## src/sv/cnmt_ram.sv

```systemverilog
`timescale 1ns / 1ps
module cnmt_ram #(
    parameter int WIDTH = 16,
    parameter int DEPTH = 64
) (
    input  logic                                  i_clk,
    input  logic                                  i_we,
    input  logic [(DEPTH > 1 ? $clog2(DEPTH) : 1)-1:0] i_waddr,
    input  logic [WIDTH-1:0]                      i_wdata,
    input  logic [(DEPTH > 1 ? $clog2(DEPTH) : 1)-1:0] i_raddr,
    output logic [WIDTH-1:0]                      o_rdata
);

    logic [WIDTH-1:0] r_mem [DEPTH];
    logic [WIDTH-1:0] r_rdata;

    // One write port, one registered read port
    always_ff @(posedge i_clk) begin
        if (i_we) begin
            r_mem[i_waddr] <= i_wdata;
        end
        r_rdata <= r_mem[i_raddr];
    end

    assign o_rdata = r_rdata;

endmodule

```

## config.mk

```make
export PLATFORM = sky130hd
export DESIGN_NAME = cnmt_ram
export DESIGN_NICKNAME = d
export VERILOG_FILES = /design/src/sv/cnmt_ram.sv
export SDC_FILE = /design/constraint.sdc
export NUM_CORES = 1
export LEC_CHECK = 0
export BUFFER_PORTS_ARGS = -buffer_cell sky130_fd_sc_hd__buf_2
export CORE_ASPECT_RATIO = 1.5
export CORE_MARGIN = 5
export CORE_UTILIZATION = 40
export CTS_BUF_LIST = sky130_fd_sc_hd__clkbuf_16
export DETAILED_ROUTE_END_ITERATION = 10
export HOLD_SLACK_MARGIN = 0.06
export PLACE_DENSITY = 0.58
export SLEW_MARGIN = 5
export SYNTH_ARGS = -nofsm -noshare
export SYNTH_HDL_FRONTEND = slang
export SYNTH_SLANG_ARGS = --single-unit
```

## constraint.sdc

```tcl
create_clock -name i_clk -period 2.5 [get_ports i_clk]
set_clock_uncertainty 0.2 [all_clocks]
set_input_delay 0.5 -clock i_clk [delete_from_list [all_inputs] [get_ports i_clk]]
set_output_delay 0.5 -clock i_clk [all_outputs]
set_load 0.03 [all_outputs]
```

## Word level (Yosys, flattened, before mapping)

Memory sizes are Yosys's and may differ from the RTL's. A register that Yosys moved wholly into a read port is not among the register bits.
Index checks and enable logic that the tools add are counted.

- Muxes and demuxes: 2

Operators by type and width:

| kind | count |
|---|---|
| $mux 1 | 2 |

- Input port bits: 30
- Logic and storage cells: 3
- Memories: 1
- RAM bits: 1,024
- Register bits after elaboration: 0

Memories:

| name | words | width | read ports | clocked after memory_dff | write ports | RTL line | RTL |
|---|---|---|---|---|---|---|---|
| r_mem | 64 | 16 | 1 | 1 | 1 | 14 | `logic [WIDTH-1:0] r_mem [DEPTH];` |

## Longest topological paths before layout

- Depth in word-level cells: 2
- Gate-level depth with buffers: 10
- Gate-level depth less buffers: 5

## Worst setup path after synthesis

No wires, ideal clock.

- Path type: input-to-reg
- From: in i_waddr[3] (netlist bit)
- To: mem r_mem[48][0], enable pin
- Library setup time: 0.409 ns
- Arrival time: 2.126 ns
- Setup slack: -0.235 ns
- Buffers on the path: 1
- Data required time: 1.891 ns
- Stages: 4
- Cell sequence: clkbuf_1 -> nor2b_1 -> nand4b_1 -> nor3_1

RTL lines:

| element | RTL line | RTL |
|---|---|---|
| from (decl) | 8 | `input logic [(DEPTH > 1 ? $clog2(DEPTH) : 1)-1:0] i_waddr,` |
| to (decl) | 14 |  |

No word-level cell before the write port.

==> flow_summary.yaml <==
synth:
  ys.flop_type: "edfxtp_1"
  yosysMostFrequentCell: "edfxtp_1"
  ys_ff_latch: 1040
  yosys.cell_types.count: 43
  synth.largest_area_cell: "edfxtp_1"
  synth_warnings: 0
  synth-edff-count: 1024
  synth_top_cell_area_share_pct: 76.8
  synth_common_cells: "edfxtp_1, mux4_2, mux2i_1"
  syn_inst: 1829
  netlist_area_um2: 40000
  synth_seq_area_share_pct: 77.6
  syn_avg_cell_area_um2: 21.9
  syn_nets: 1859
  async_flop_share_pct: 0
  synthTopCellsByArea: "edfxtp_1, mux4_2, mux2i_1"
clock_tree:
  clk_path_buf_depth: 3
  tritoncts: "built"
  postCtsSetupRepairBufs: 0
  cts.reportedPaths.clkPinSlew_ps: 60
  cts_root_buf: "clkbuf_16"
  insertion_delay_ps: 670
  htree_levels: 3
  clock-sinks: 1040
  cts_buffers: 88
sta:
  period_needed_ps: 2420
  hold_viol: 0
  drv_slew: 0
  max_freq_mhz: 413
  rsz0062_at_grt: "false"
  timing.final.crit_share_pct: 96.8
  worstMarginPinSlew_ps: 1010
  setup-violations-final: 0
  slew_headroom_pct: 32.7
pwr:
  ir_drop_uv: 481
  leakage_nw: 15.2
  power.total_mw: 35.4
  power_density_nw_per_um2: 750
setup_path:
  path_class: "input port to flop"
  startpoint_type: "input port"
  path_cells: "buf_8 > buf_12 > buf_12 > buf_4 > mux4_2 > mux2i_1 > nand3_1 > a31oi_1 > buf_4 > a311oi_1"
  critical_path.max_stage_delay_ps: 480
  critPathArrivalTime_ps: 2740
  crit_slowest_cell: "mux4_2"
  endpoint_kind: "flop"
  path_max_fanout: 21
  worstPathRequired_ps: 2820
route:
  drt_wl_total_mm: 99.1
  drt_iter0_markers: 1768
  drc: 1
  avgViaCountPerCell: 5.55
  drt-pass1-iter-count: 8
  vias: 19400
  drtAntennaViolNets: 0
  routedWlPerCell_um: 28.3
die:
  io-pin-count: 46
  die_y_um: 398
  initial_core_util_pct: 40.2
  row_count: 142
  fp.dieW_um: 268
  core_area_um2: 99700
  die_area_um2: 107000
global_routing:
  grt_use_total_pct: 18.6
  grt_pass1_vias: 20400
  antenna_found_initial: 4
  grt_max_degree: 65
  grt_overflow: 0
  grt_pass1_wl_mm: 144
min_path:
  min_path_type: "input port to flop"
placed_design:
  io_buffers: 45
  dp_hpwl_mm: 65.0
  dpl.cell_count: 3337
  gp_congestion: 0.829
finish:
  syn_to_final_growth_pct: 17.7
  drive_gt1_share_pct: 31.9
  nNetsFinal: 2162
  fin_util_pct: 47.3
  num_antenna_cells: 0
  final_cells: 3500
  n_fill_cell: 8072
outcome:
  status: "complete, but fails checks"
  violations: "design-rule violations"
job:
  drv_cap: 0
layout make-up:
class                           count  area [um^2]  area share (%)
Tap cell                         1296         1620            3.44
Timing Repair Buffer              317         3280            6.97
Clock buffer                       89         2230            4.73
Clock inverter                     73          672            1.43
Sequential cell                  1040        31100            65.9
Multi-Input combinational cell    685         8260            17.5
final timing paths:
kind / startpoint / to / slack [ps] / cells after the start
worst min register to register: r_mem[2][10] / o_rdata[10] / 670 / 4
worst max-delay path: i_raddr[0] / o_rdata[1] / 80 / 10
worst max register to register: r_mem[16][9] / o_rdata[9] / 170 / 7
worst min-delay path: i_wdata[15] / r_mem[45][15] / 110 / 1
per-layer routing:
layer  vias to the layer above  track usage [%]  routed length [um]
met4                         8             6.33                3080
li1                       8272                -                   -
met3                       125             2.41                4260
met1                     10400             23.2               38300
met5                         -                0                  61
met2                       580             33.5               53400
stage by stage:
| step | setup TNS [ps] | hold slack [ps] | setup WS [ps] | instance area, um^2 |
|---|---|---|---|---|
| detailed placement | -7460 | 662 | -750 | 44200 |
| global route | 0 | 102 | 24.2 | 47100 |
| finish | 0 | 109 | 79.5 | 47100 |
| global placement | -7250 | 661 | -745 | 44200 |
| CTS | 0 | 64.6 | 78.8 | 47100 |
| floorplan | -20020 | 399 | -158 | 40100 |
sequential cells by signal, summed over array words and instances (netlist names):
name     flops
o_rdata     16
r_mem     1024
critical path: cells and delay by family:
family	cells	cell delay [ps]
AO/OA/AOI/OAI	2	300
multiplexers	2	860
AND/OR/NAND/NOR	1	160
buffers and inverters	5	880
what timing repair did:
item,CTS,global route
endpoints found under the hold margin,9,0
endpoints found under the setup margin,1,1
resized for setup,1,1
hold buffers,1,0
cells by family after synthesis:
logic type | Yosys count | share of synthesized area (%)
compound gates | 129 | 2.41
mux | 336 | 15.5
simple gates | 220 | 2.65
flops | 1040 | 77.6
buf+inv | 104 | 1.83
cells in the final DEF (no fill, tap or decap), types with 11 or more instances in the layout:
master | Yosys | routed
edfxtp_1 | 1024 | 1024
mux4_2 | 220 | 220
buf_4 | 13 | 192
clkbuf_16 | 0 | 89
mux2i_1 | 85 | 84
buf_12 | 5 | 79
nor2_1 | 72 | 72
nand2_1 | 59 | 59
buf_2 | 36 | 42
a22oi_1 | 39 | 39
nor2b_1 | 30 | 30
mux2_2 | 27 | 27
nand3_1 | 24 | 24
clkinv_1 | 0 | 21
a21oi_1 | 17 | 17
a221oi_1 | 16 | 16
dfxtp_1 | 16 | 16
clkinv_2 | 0 | 15
nand4_1 | 12 | 12
bufinv_16 | 0 | 12
inv_1 | 0 | 11
power breakdown:
part	leakage (nW)	internal, mW	switching [mW]
Clock	1.46	7.75	6.13
Sequential	9.35	19.3	0.0619
Combinational	4.41	0.867	1.27
Total	15.2	27.9	7.47
(Power assumes the default switching activity.)
