`config.mk`:
```
export PLATFORM = sky130hd
export DESIGN_NAME = cnmt_mul
export DESIGN_NICKNAME = d
export VERILOG_FILES = /design/src/sv/cnmt_pkg.sv /design/src/sv/cnmt_mul.sv
export SDC_FILE = /design/constraint.sdc
export NUM_CORES = 2
export LEC_CHECK = 0
export ABC_AREA = 1
export BUFFER_PORTS_ARGS = -buffer_cell sky130_fd_sc_hd__clkbuf_2
export CAP_MARGIN = 20
export CORE_MARGIN = 3
export CORE_UTILIZATION = 40
export CTS_CLUSTER_SIZE = 25
export DETAILED_ROUTE_END_ITERATION = 7
export PLACE_DENSITY = 0.58
export SLEW_MARGIN = 10
export SYNTH_ARGS = -nofsm -noshare
export SYNTH_HDL_FRONTEND = slang
export SYNTH_SLANG_ARGS = --single-unit
```
`constraint.sdc`:
```
create_clock -name i_clk -period 14.5 [get_ports i_clk]
set_input_delay 2.9 -clock i_clk [delete_from_list [all_inputs] [get_ports i_clk]]
set_output_delay 2.9 -clock i_clk [all_outputs]
set_load 0.03 [all_outputs]
```
`src/sv/cnmt_pkg.sv`:
```
`timescale 1ns / 1ps
package cnmt_pkg;

    // Command codes
    localparam logic [1:0] CMD_ENROLL = 2'd0;
    localparam logic [1:0] CMD_QUERY  = 2'd1;
    localparam logic [1:0] CMD_REMOVE = 2'd2;

    // Status codes
    localparam logic [2:0] STS_ENROLLED   = 3'd0;
    localparam logic [2:0] STS_RECOGNISED = 3'd1;
    localparam logic [2:0] STS_STRANGER   = 3'd2;
    localparam logic [2:0] STS_REMOVED    = 3'd3;
    localparam logic [2:0] STS_NOT_FOUND  = 3'd4;
    localparam logic [2:0] STS_FULL       = 3'd5;

    // Wide multiplier geometry: 4 x 2 chunks of 32 bits
    localparam int MUL_XW = 128;
    localparam int MUL_YW = 64;
    localparam int MUL_PW = 192;

    typedef enum logic [3:0] {
        ST_IDLE,
        ST_SCAN,
        ST_ENR,
        ST_ENT,
        ST_LEN,
        ST_RD,
        ST_M0,
        ST_M1,
        ST_M2,
        ST_CHK,
        ST_MUL
    } t_state;

    typedef enum logic [3:0] {
        OP_D2,
        OP_NN,
        OP_T2,
        OP_R,
        OP_MINE,
        OP_THEIRS,
        OP_CNN,
        OP_TT,
        OP_CMP
    } t_op;

    typedef struct packed {
        logic                start;
        logic [MUL_XW-1:0]   x;
        logic [MUL_YW-1:0]   y;
    } t_mul_req;

    typedef struct packed {
        logic                done;
        logic [MUL_PW-1:0]   p;
    } t_mul_rsp;

endpackage

```
`src/sv/cnmt_mul.sv`:
```
`timescale 1ns / 1ps
module cnmt_mul
    import cnmt_pkg::*;
(
    input  logic     i_clk,
    input  logic     i_rst_n,
    input  t_mul_req i_req,
    output t_mul_rsp o_rsp
);

    logic [MUL_XW-1:0] r_x;
    logic [MUL_YW-1:0] r_y;
    logic [MUL_PW-1:0] r_acc;
    logic [63:0]       r_pp;
    logic [2:0]        r_sh;
    logic              r_ppv;
    logic [3:0]        r_cnt;
    logic              r_done;

    logic [1:0]  xi;
    logic        yj;
    logic [31:0] x_chunk;
    logic [31:0] y_chunk;

    // Chunk select for the partial product being issued
    assign xi      = r_cnt[2:1];
    assign yj      = r_cnt[0];
    assign x_chunk = r_x[{xi, 5'b0} +: 32];
    assign y_chunk = r_y[{yj, 5'b0} +: 32];

    // Control: 8 partial products issued, each added in the cycle after its issue
    always_ff @(posedge i_clk) begin
        if (!i_rst_n) begin
            r_cnt  <= 4'd8;
            r_ppv  <= 1'b0;
            r_done <= 1'b0;
        end else begin
            r_done <= r_ppv && (r_cnt == 4'd8);
            if (i_req.start) begin
                r_cnt <= 4'd0;
                r_ppv <= 1'b0;
            end else if (r_cnt != 4'd8) begin
                r_cnt <= r_cnt + 4'd1;
                r_ppv <= 1'b1;
            end else begin
                r_ppv <= 1'b0;
            end
        end
    end

    // Datapath: registered 32x32 product, then shifted accumulate
    always_ff @(posedge i_clk) begin
        if (i_req.start) begin
            r_x   <= i_req.x;
            r_y   <= i_req.y;
            r_acc <= '0;
        end else begin
            if (r_cnt != 4'd8) begin
                r_pp <= x_chunk * y_chunk;
                r_sh <= {1'b0, xi} + {2'b0, yj};
            end
            if (r_ppv) begin
                r_acc <= r_acc + (MUL_PW'(r_pp) << {r_sh, 5'b0});
            end
        end
    end

    assign o_rsp.done = r_done;
    assign o_rsp.p    = r_acc;

`ifndef SYNTHESIS
    a_done_follows_add: assert property (@(posedge i_clk) disable iff (!i_rst_n)
        r_done |-> $past(r_ppv))
        else $error("multiplier done without a final add");
    a_shift_range: assert property (@(posedge i_clk) disable iff (!i_rst_n)
        r_ppv |-> (r_sh <= 3'd4))
        else $error("partial product shift out of range");
    a_cnt_range: assert property (@(posedge i_clk) disable iff (!i_rst_n)
        r_cnt <= 4'd8)
        else $error("issue counter out of range");
`endif

endmodule

```
## Word-level counts from Yosys, hierarchy flattened

Cells that the tools add are included.

| word-level totals | value |
|---|---|
| flip-flop bits (word level) | 457 |
| input port bits | 195 |
| output and inout port bits | 193 |
| logic and storage cells | 27 |

| cells by class | value |
|---|---|
| $add $sub $neg | 3 |
| $mul | 1 |
| eq/ne operators | 2 |
| shift-type cells | 3 |
| mux-type cells | 3 |
| bitwise logic cells | 2 |
| reduce and logical (&&, ||, !) cells | 4 |

Operators by type and width:

| kind | number |
|---|---|
| adder 192 bit | 1 |
| left shift 64 x 8 -> 192 bit | 1 |
| indexed part select 128 x 8 -> 32 bit | 1 |
| multiplier 32 x 32 -> 64 bit | 1 |
| indexed part select 64 x 7 -> 32 bit | 1 |
| two-way mux 4 bit | 2 |
| adder 4 x 1 -> 4 bit (second input constant) | 1 |
| equality test 4 bit (second input constant) | 1 |
| != test 4 bit (second input constant) | 1 |
| adder 2 x 1 -> 3 bit | 1 |
| inverter 1 bit | 2 |
| AND reduction 2 bit | 1 |
| nonzero test 2 bit | 1 |
| OR reduction 2 bit | 1 |
| logical AND 1 bit | 1 |
| two-way mux 1 bit | 1 |

## Depth between registers and ports, before layout

| depth | value |
|---|---|
| depth after elaboration | 3 |
| depth in mapped cells | 35 |
| depth with buffers taken out | 32 |

## Least setup slack after synthesis

Ideal clock, no wire load.

| timing path | value |
|---|---|
| kind | reg-to-reg |
| start point | reg r_cnt[0] |
| end point | reg r_pp[63], data pin |
| library setup time | 0.262 ns |
| arrival | 7.019 ns |
| data required time | 14.238 ns |
| path slack | 7.218 ns |
| stages on the path, launching flop included | 30 |
| path buffers | 3 |
| period minus slack after synthesis | 7.282 ns |
| path through | dfxtp_1 buf_2 buf_2 nand2_1 o21ai_1 inv_1 clkbuf_1 nor2_1 fa_1 fa_1 inv_1 fa_1 fa_1 inv_1 fa_1 fa_1 fa_1 inv_1 fa_1 inv_1 ha_1 a21oi_1 a21boi_0 o21ai_0 a21oi_1 inv_1 nand2_1 nand3_1 a21oi_1 xor2_1 |

| between the ends | value |
|---|---|
| cells in the longest elaborated chain, start to end | 2 |

Ends and longest elaborated chain:

| element | line | RTL |
|---|---|---|
| from (decl) | cnmt_mul.sv:17 | `logic [3:0] r_cnt;` |
| from (signal assigned) | cnmt_mul.sv:43 | `r_cnt <= r_cnt + 4'd1;` |
| indexed part select 64 x 7 -> 32 bit | cnmt_mul.sv:29 | `assign y_chunk = r_y[{yj, 5'b0} +: 32];` |
| multiplier 32 x 32 -> 64 bit | cnmt_mul.sv:59 | `r_pp <= x_chunk * y_chunk;` |
| to (signal assigned) | cnmt_mul.sv:59 |  |
| to (decl) | cnmt_mul.sv:14 | `logic [63:0] r_pp;` |

Every way passes these cells.
A chain may end at the register's enable or synchronous reset.

## Final worst setup path

| timing path | value |
|---|---|
| start point | reg r_cnt[1] |
| end point | reg r_pp[48], data pin |

| between the ends | value |
|---|---|
| cells in the longest elaborated chain, start to end | 2 |

Ends and longest elaborated chain:

| element | line | RTL |
|---|---|---|
| indexed part select 128 x 8 -> 32 bit | cnmt_mul.sv:28 | `assign x_chunk = r_x[{xi, 5'b0} +: 32];` |
| multiplier 32 x 32 -> 64 bit | cnmt_mul.sv:59 |  |

Every way passes these cells.

==> impl_results.md <==
* Maximum buffer depth of the clock tree at 3
* Async S/R FF share, synth at 0%
* Maximum single-stage delay on the critical path at about 0.97 ns
* Layout overhead on the synthesized area at 9.87%
* Vertical die dimension at about 440 µm
* Fin Clk Skew at between 0.04 and 0.05 ns
* Layout Cell Area excl Fill at between 80000 and 90000 µm²
* Drt wl/cell at 26.9 µm
* Placeable Area at ~190000 µm²
* GR Layer Usage met1 at between 40 and 50%
* Via Count at a little over 70000
* RePlAce Congestion at between 1 and 1.5
* Maximum fanout along the worst path at 55
* Most common cell after layout, fill and taps aside: sky130_fd_sc_hd__nand2_1
* Worst Path Required at around 15 ns
* Cell mode on critical path: sky130_fd_sc_hd__fa_1
* Proportion of synthesized chip area in sequential cells at between 10% and 20%
* Residual DRC count at 0
* DP HPWL at between 300 and 400 mm
* Transition time at the pin with the least slew margin at approximately 1.2 ns
* Number of synthesized register bits at 457
* Most Crowded Layer GR: met2
* Post-cts sizing count at 0
* Number of enable flip-flop cells after synthesis at roughly 260
* Met2 Usage GRT at between 60 and 70%
* Yosys warns at 0
* Initial antenna violation count at 11
* First-pass GRT wire length at 527 mm
* Run status: complete, no violations
* Slowest cell on the critical path: sky130_fd_sc_hd__inv_1
* Hold-fix buffers at CTS at 0
* Number of primary I/O pins at slightly below 400
* Cell area after technology mapping at 74900 µm²
* Dpl cell area at between 70000 and 80000 µm²
* Routed WL at 377 mm
* Critical Path Start Type: flip-flop
* Number of library cell types mapped by synthesis at 49
* Top post-synthesis cells by area: sky130_fd_sc_hd__fa_1, sky130_fd_sc_hd__nand2_1, sky130_fd_sc_hd__inv_1
* Critical path arrival at around 10 ns
* Total number of nets in the final design at ~13000
* Site Rows at ~160
* Clock Sinks at roughly 460
* Setup ws final at 4.52 ns
* Number of endpoints failing setup at the final stage at 0
* Clock tree from TritonCTS: built
* Mapped Nets at 12763
* Die Area at a little under 200000 µm²
* Aggregate global-route resource usage at about two fifths
* Number of H-tree levels at 3
* Final count of pins violating max slew at 0
* Endpoint type of the worst setup path: flip-flop
* Hold Vio Cnt, Final at 0
* Slew headroom at approximately 16%
* Mean post-synth cell area at 6.68 µm²
* Post-Synthesis Cells at around 11000
* Fraction of final layout cells sized beyond drive strength 1 at between 10% and 20%
* Pin count of the biggest net entering global routing at about 140
* Worst Setup Path Type: flip-flop to flip-flop
* RSZ-0062 raised after global routing: no
* FMAX at 100 MHz
* Drt via density at 5.13
* TritonRoute pass-1 iters at 6
* Number of placed instances, taps included at 13919
* Initial standard-cell utilization of the core at roughly two fifths
* Buffers inserted by post-CTS timing repair at 0
* Layout filler cell count at 19821
* Pre-CTS setup slack at approximately 4.8 ns
* Top cell type's share of synthesized area at roughly a quarter
* Period utilisation layout at just under 70%
* Clock Root Buffer: sky130_fd_sc_hd__clkbuf_16
* Tmin final at 9.98 ns
* Antenna-violating nets left at 0
* Highest-count cells in the layout ignoring fill and taps: sky130_fd_sc_hd__nand2_1, sky130_fd_sc_hd__inv_1, sky130_fd_sc_hd__nor2_1
* GRT Residual Overflow at 0
* Max cap viols at 0
* Final setup TNS at 0 ns
* Number of global-route vias before repair at 72980
* Worst min-delay path category: flip-flop to flip-flop
* Non-filler cells in the finished layout at between 10000 and 15000
* Number of port buffers at approximately 390
* Cell accounting for the most synthesized area: sky130_fd_sc_hd__fa_1
* Insertion delay of the later-clocked pin in the worst-skew pair at roughly 0.74 ns
* Most common flop cell mapped by yosys: sky130_fd_sc_hd__edfxtp_1
* DRT iter0 DRCs at a little over 6000
* Horizontal die dimension at approximately 440 µm
* Clock buffer count from CTS at between 60 and 70
* Clk pin slew, worst setup/hold paths at ~0.060 ns
* Met3 usage in global routing at between 6 and 7%
-- sequential cells by signal, summed over array words and instances, names as in the netlist --
register and flops:
r_acc 192, r_sh 3, r_ppv 1, r_pp 64, r_cnt 4, r_y 64
r_done 1, r_x 128
-- area by class of cell --
| type | count | area, µm² | share of cell area [%] |
|---|---|---|---|
| flip-flops and latches | 457 | 11700 | 14.3 |
| inverters | 2741 | 10300 | 12.5 |
| repair buffers | 503 | 2850 | 3.46 |
| clock inverters | 45 | 593 | 0.720 |
| clock buffers | 76 | 1720 | 2.09 |
| diodes | 13 | 32.5 | 0.0395 |
| well taps | 2480 | 3100 | 3.77 |
| multi-input cells | 7739 | 52000 | 63.2 |
-- per-layer routing --
metal  part of all wire, %  wire [µm]
met1                    37     138000
met2                    46     175000
met3                   6.9      26200
met5                0.0037         14
met4                    10      38000
-- final timing paths --
check	start	end	slack (ns)	cells past startpoint
max	r_cnt[1]	r_pp[48]	4.52	25
min	r_acc[0]	r_acc[0]	0.54	2
max reg2reg	r_cnt[1]	r_pp[48]	4.52	25
min reg2reg	r_acc[0]	r_acc[0]	0.54	2
-- synthesized netlist by cell type (5+ instances only) --
library cell / instances
sky130_fd_sc_hd__nand3_1: 280
sky130_fd_sc_hd__inv_2: 168
sky130_fd_sc_hd__dfxtp_1: 198
sky130_fd_sc_hd__nand4_1: 60
sky130_fd_sc_hd__o21ai_0: 187
sky130_fd_sc_hd__edfxtp_1: 259
sky130_fd_sc_hd__clkinv_1: 30
sky130_fd_sc_hd__nor2_4: 63
sky130_fd_sc_hd__fa_1: 897
sky130_fd_sc_hd__a21oi_1: 200
sky130_fd_sc_hd__xor2_1: 135
sky130_fd_sc_hd__nor2_1: 1579
sky130_fd_sc_hd__a211oi_1: 5
sky130_fd_sc_hd__o22ai_1: 64
sky130_fd_sc_hd__xnor2_1: 23
sky130_fd_sc_hd__nand2_2: 102
sky130_fd_sc_hd__o21a_1: 6
sky130_fd_sc_hd__mux2i_1: 31
sky130_fd_sc_hd__nor3_1: 24
sky130_fd_sc_hd__a21boi_0: 5
sky130_fd_sc_hd__a21oi_2: 8
sky130_fd_sc_hd__nor3_2: 10
sky130_fd_sc_hd__clkbuf_1: 228
sky130_fd_sc_hd__a21o_1: 10
sky130_fd_sc_hd__nand2_1: 3239
sky130_fd_sc_hd__a31oi_1: 18
sky130_fd_sc_hd__or2_2: 21
sky130_fd_sc_hd__o21bai_1: 25
sky130_fd_sc_hd__o21ai_1: 30
sky130_fd_sc_hd__nor2_2: 188
sky130_fd_sc_hd__buf_1: 28
sky130_fd_sc_hd__inv_1: 2542
sky130_fd_sc_hd__nand3_2: 44
sky130_fd_sc_hd__buf_2: 17
sky130_fd_sc_hd__ha_1: 457
sky130_fd_sc_hd__and2_1: 7
-- kinds of logic after synthesis --
kind of cell               count (synthesis)  share of synthesized area (%)
AOI/OAI and AO/OA                        568                           4.19
xor gates and xnor gates                 158                           1.85
adders and majority gates               1354                           31.6
buffers and inverters                   3018                           15.2
DFF                                      457                           15.7
muxes                                     31                          0.414
and+or+nand+nor                         5628                           31.1
-- through the flow --
stage / hold WS (ns) / utilization, %
global route: 0.580 / 44.3
finish: 0.542 / 44.3
global placement: 0.528 / 43.0
floorplan: 0.511 / -
detailed placement: 0.541 / 43.0
CTS: 0.556 / 44.3
-- critical path: cells and delay by family (launching register included) --
| kind | cells | cell delay (ns) |
|---|---|---|
| adders and majority gates | 9 | 4.41 |
| buffers and inverters | 5 | 1.67 |
| and+or+nand+nor | 7 | 1.53 |
| AOI/OAI and AO/OA | 3 | 0.79 |
| xor gates and xnor gates | 1 | 0.70 |
| DFF | 1 | 0.49 |
Power is left out: the tool's default activity adds up to more than one toggle a clock period on the data nets, which glitch-free logic cannot reach.
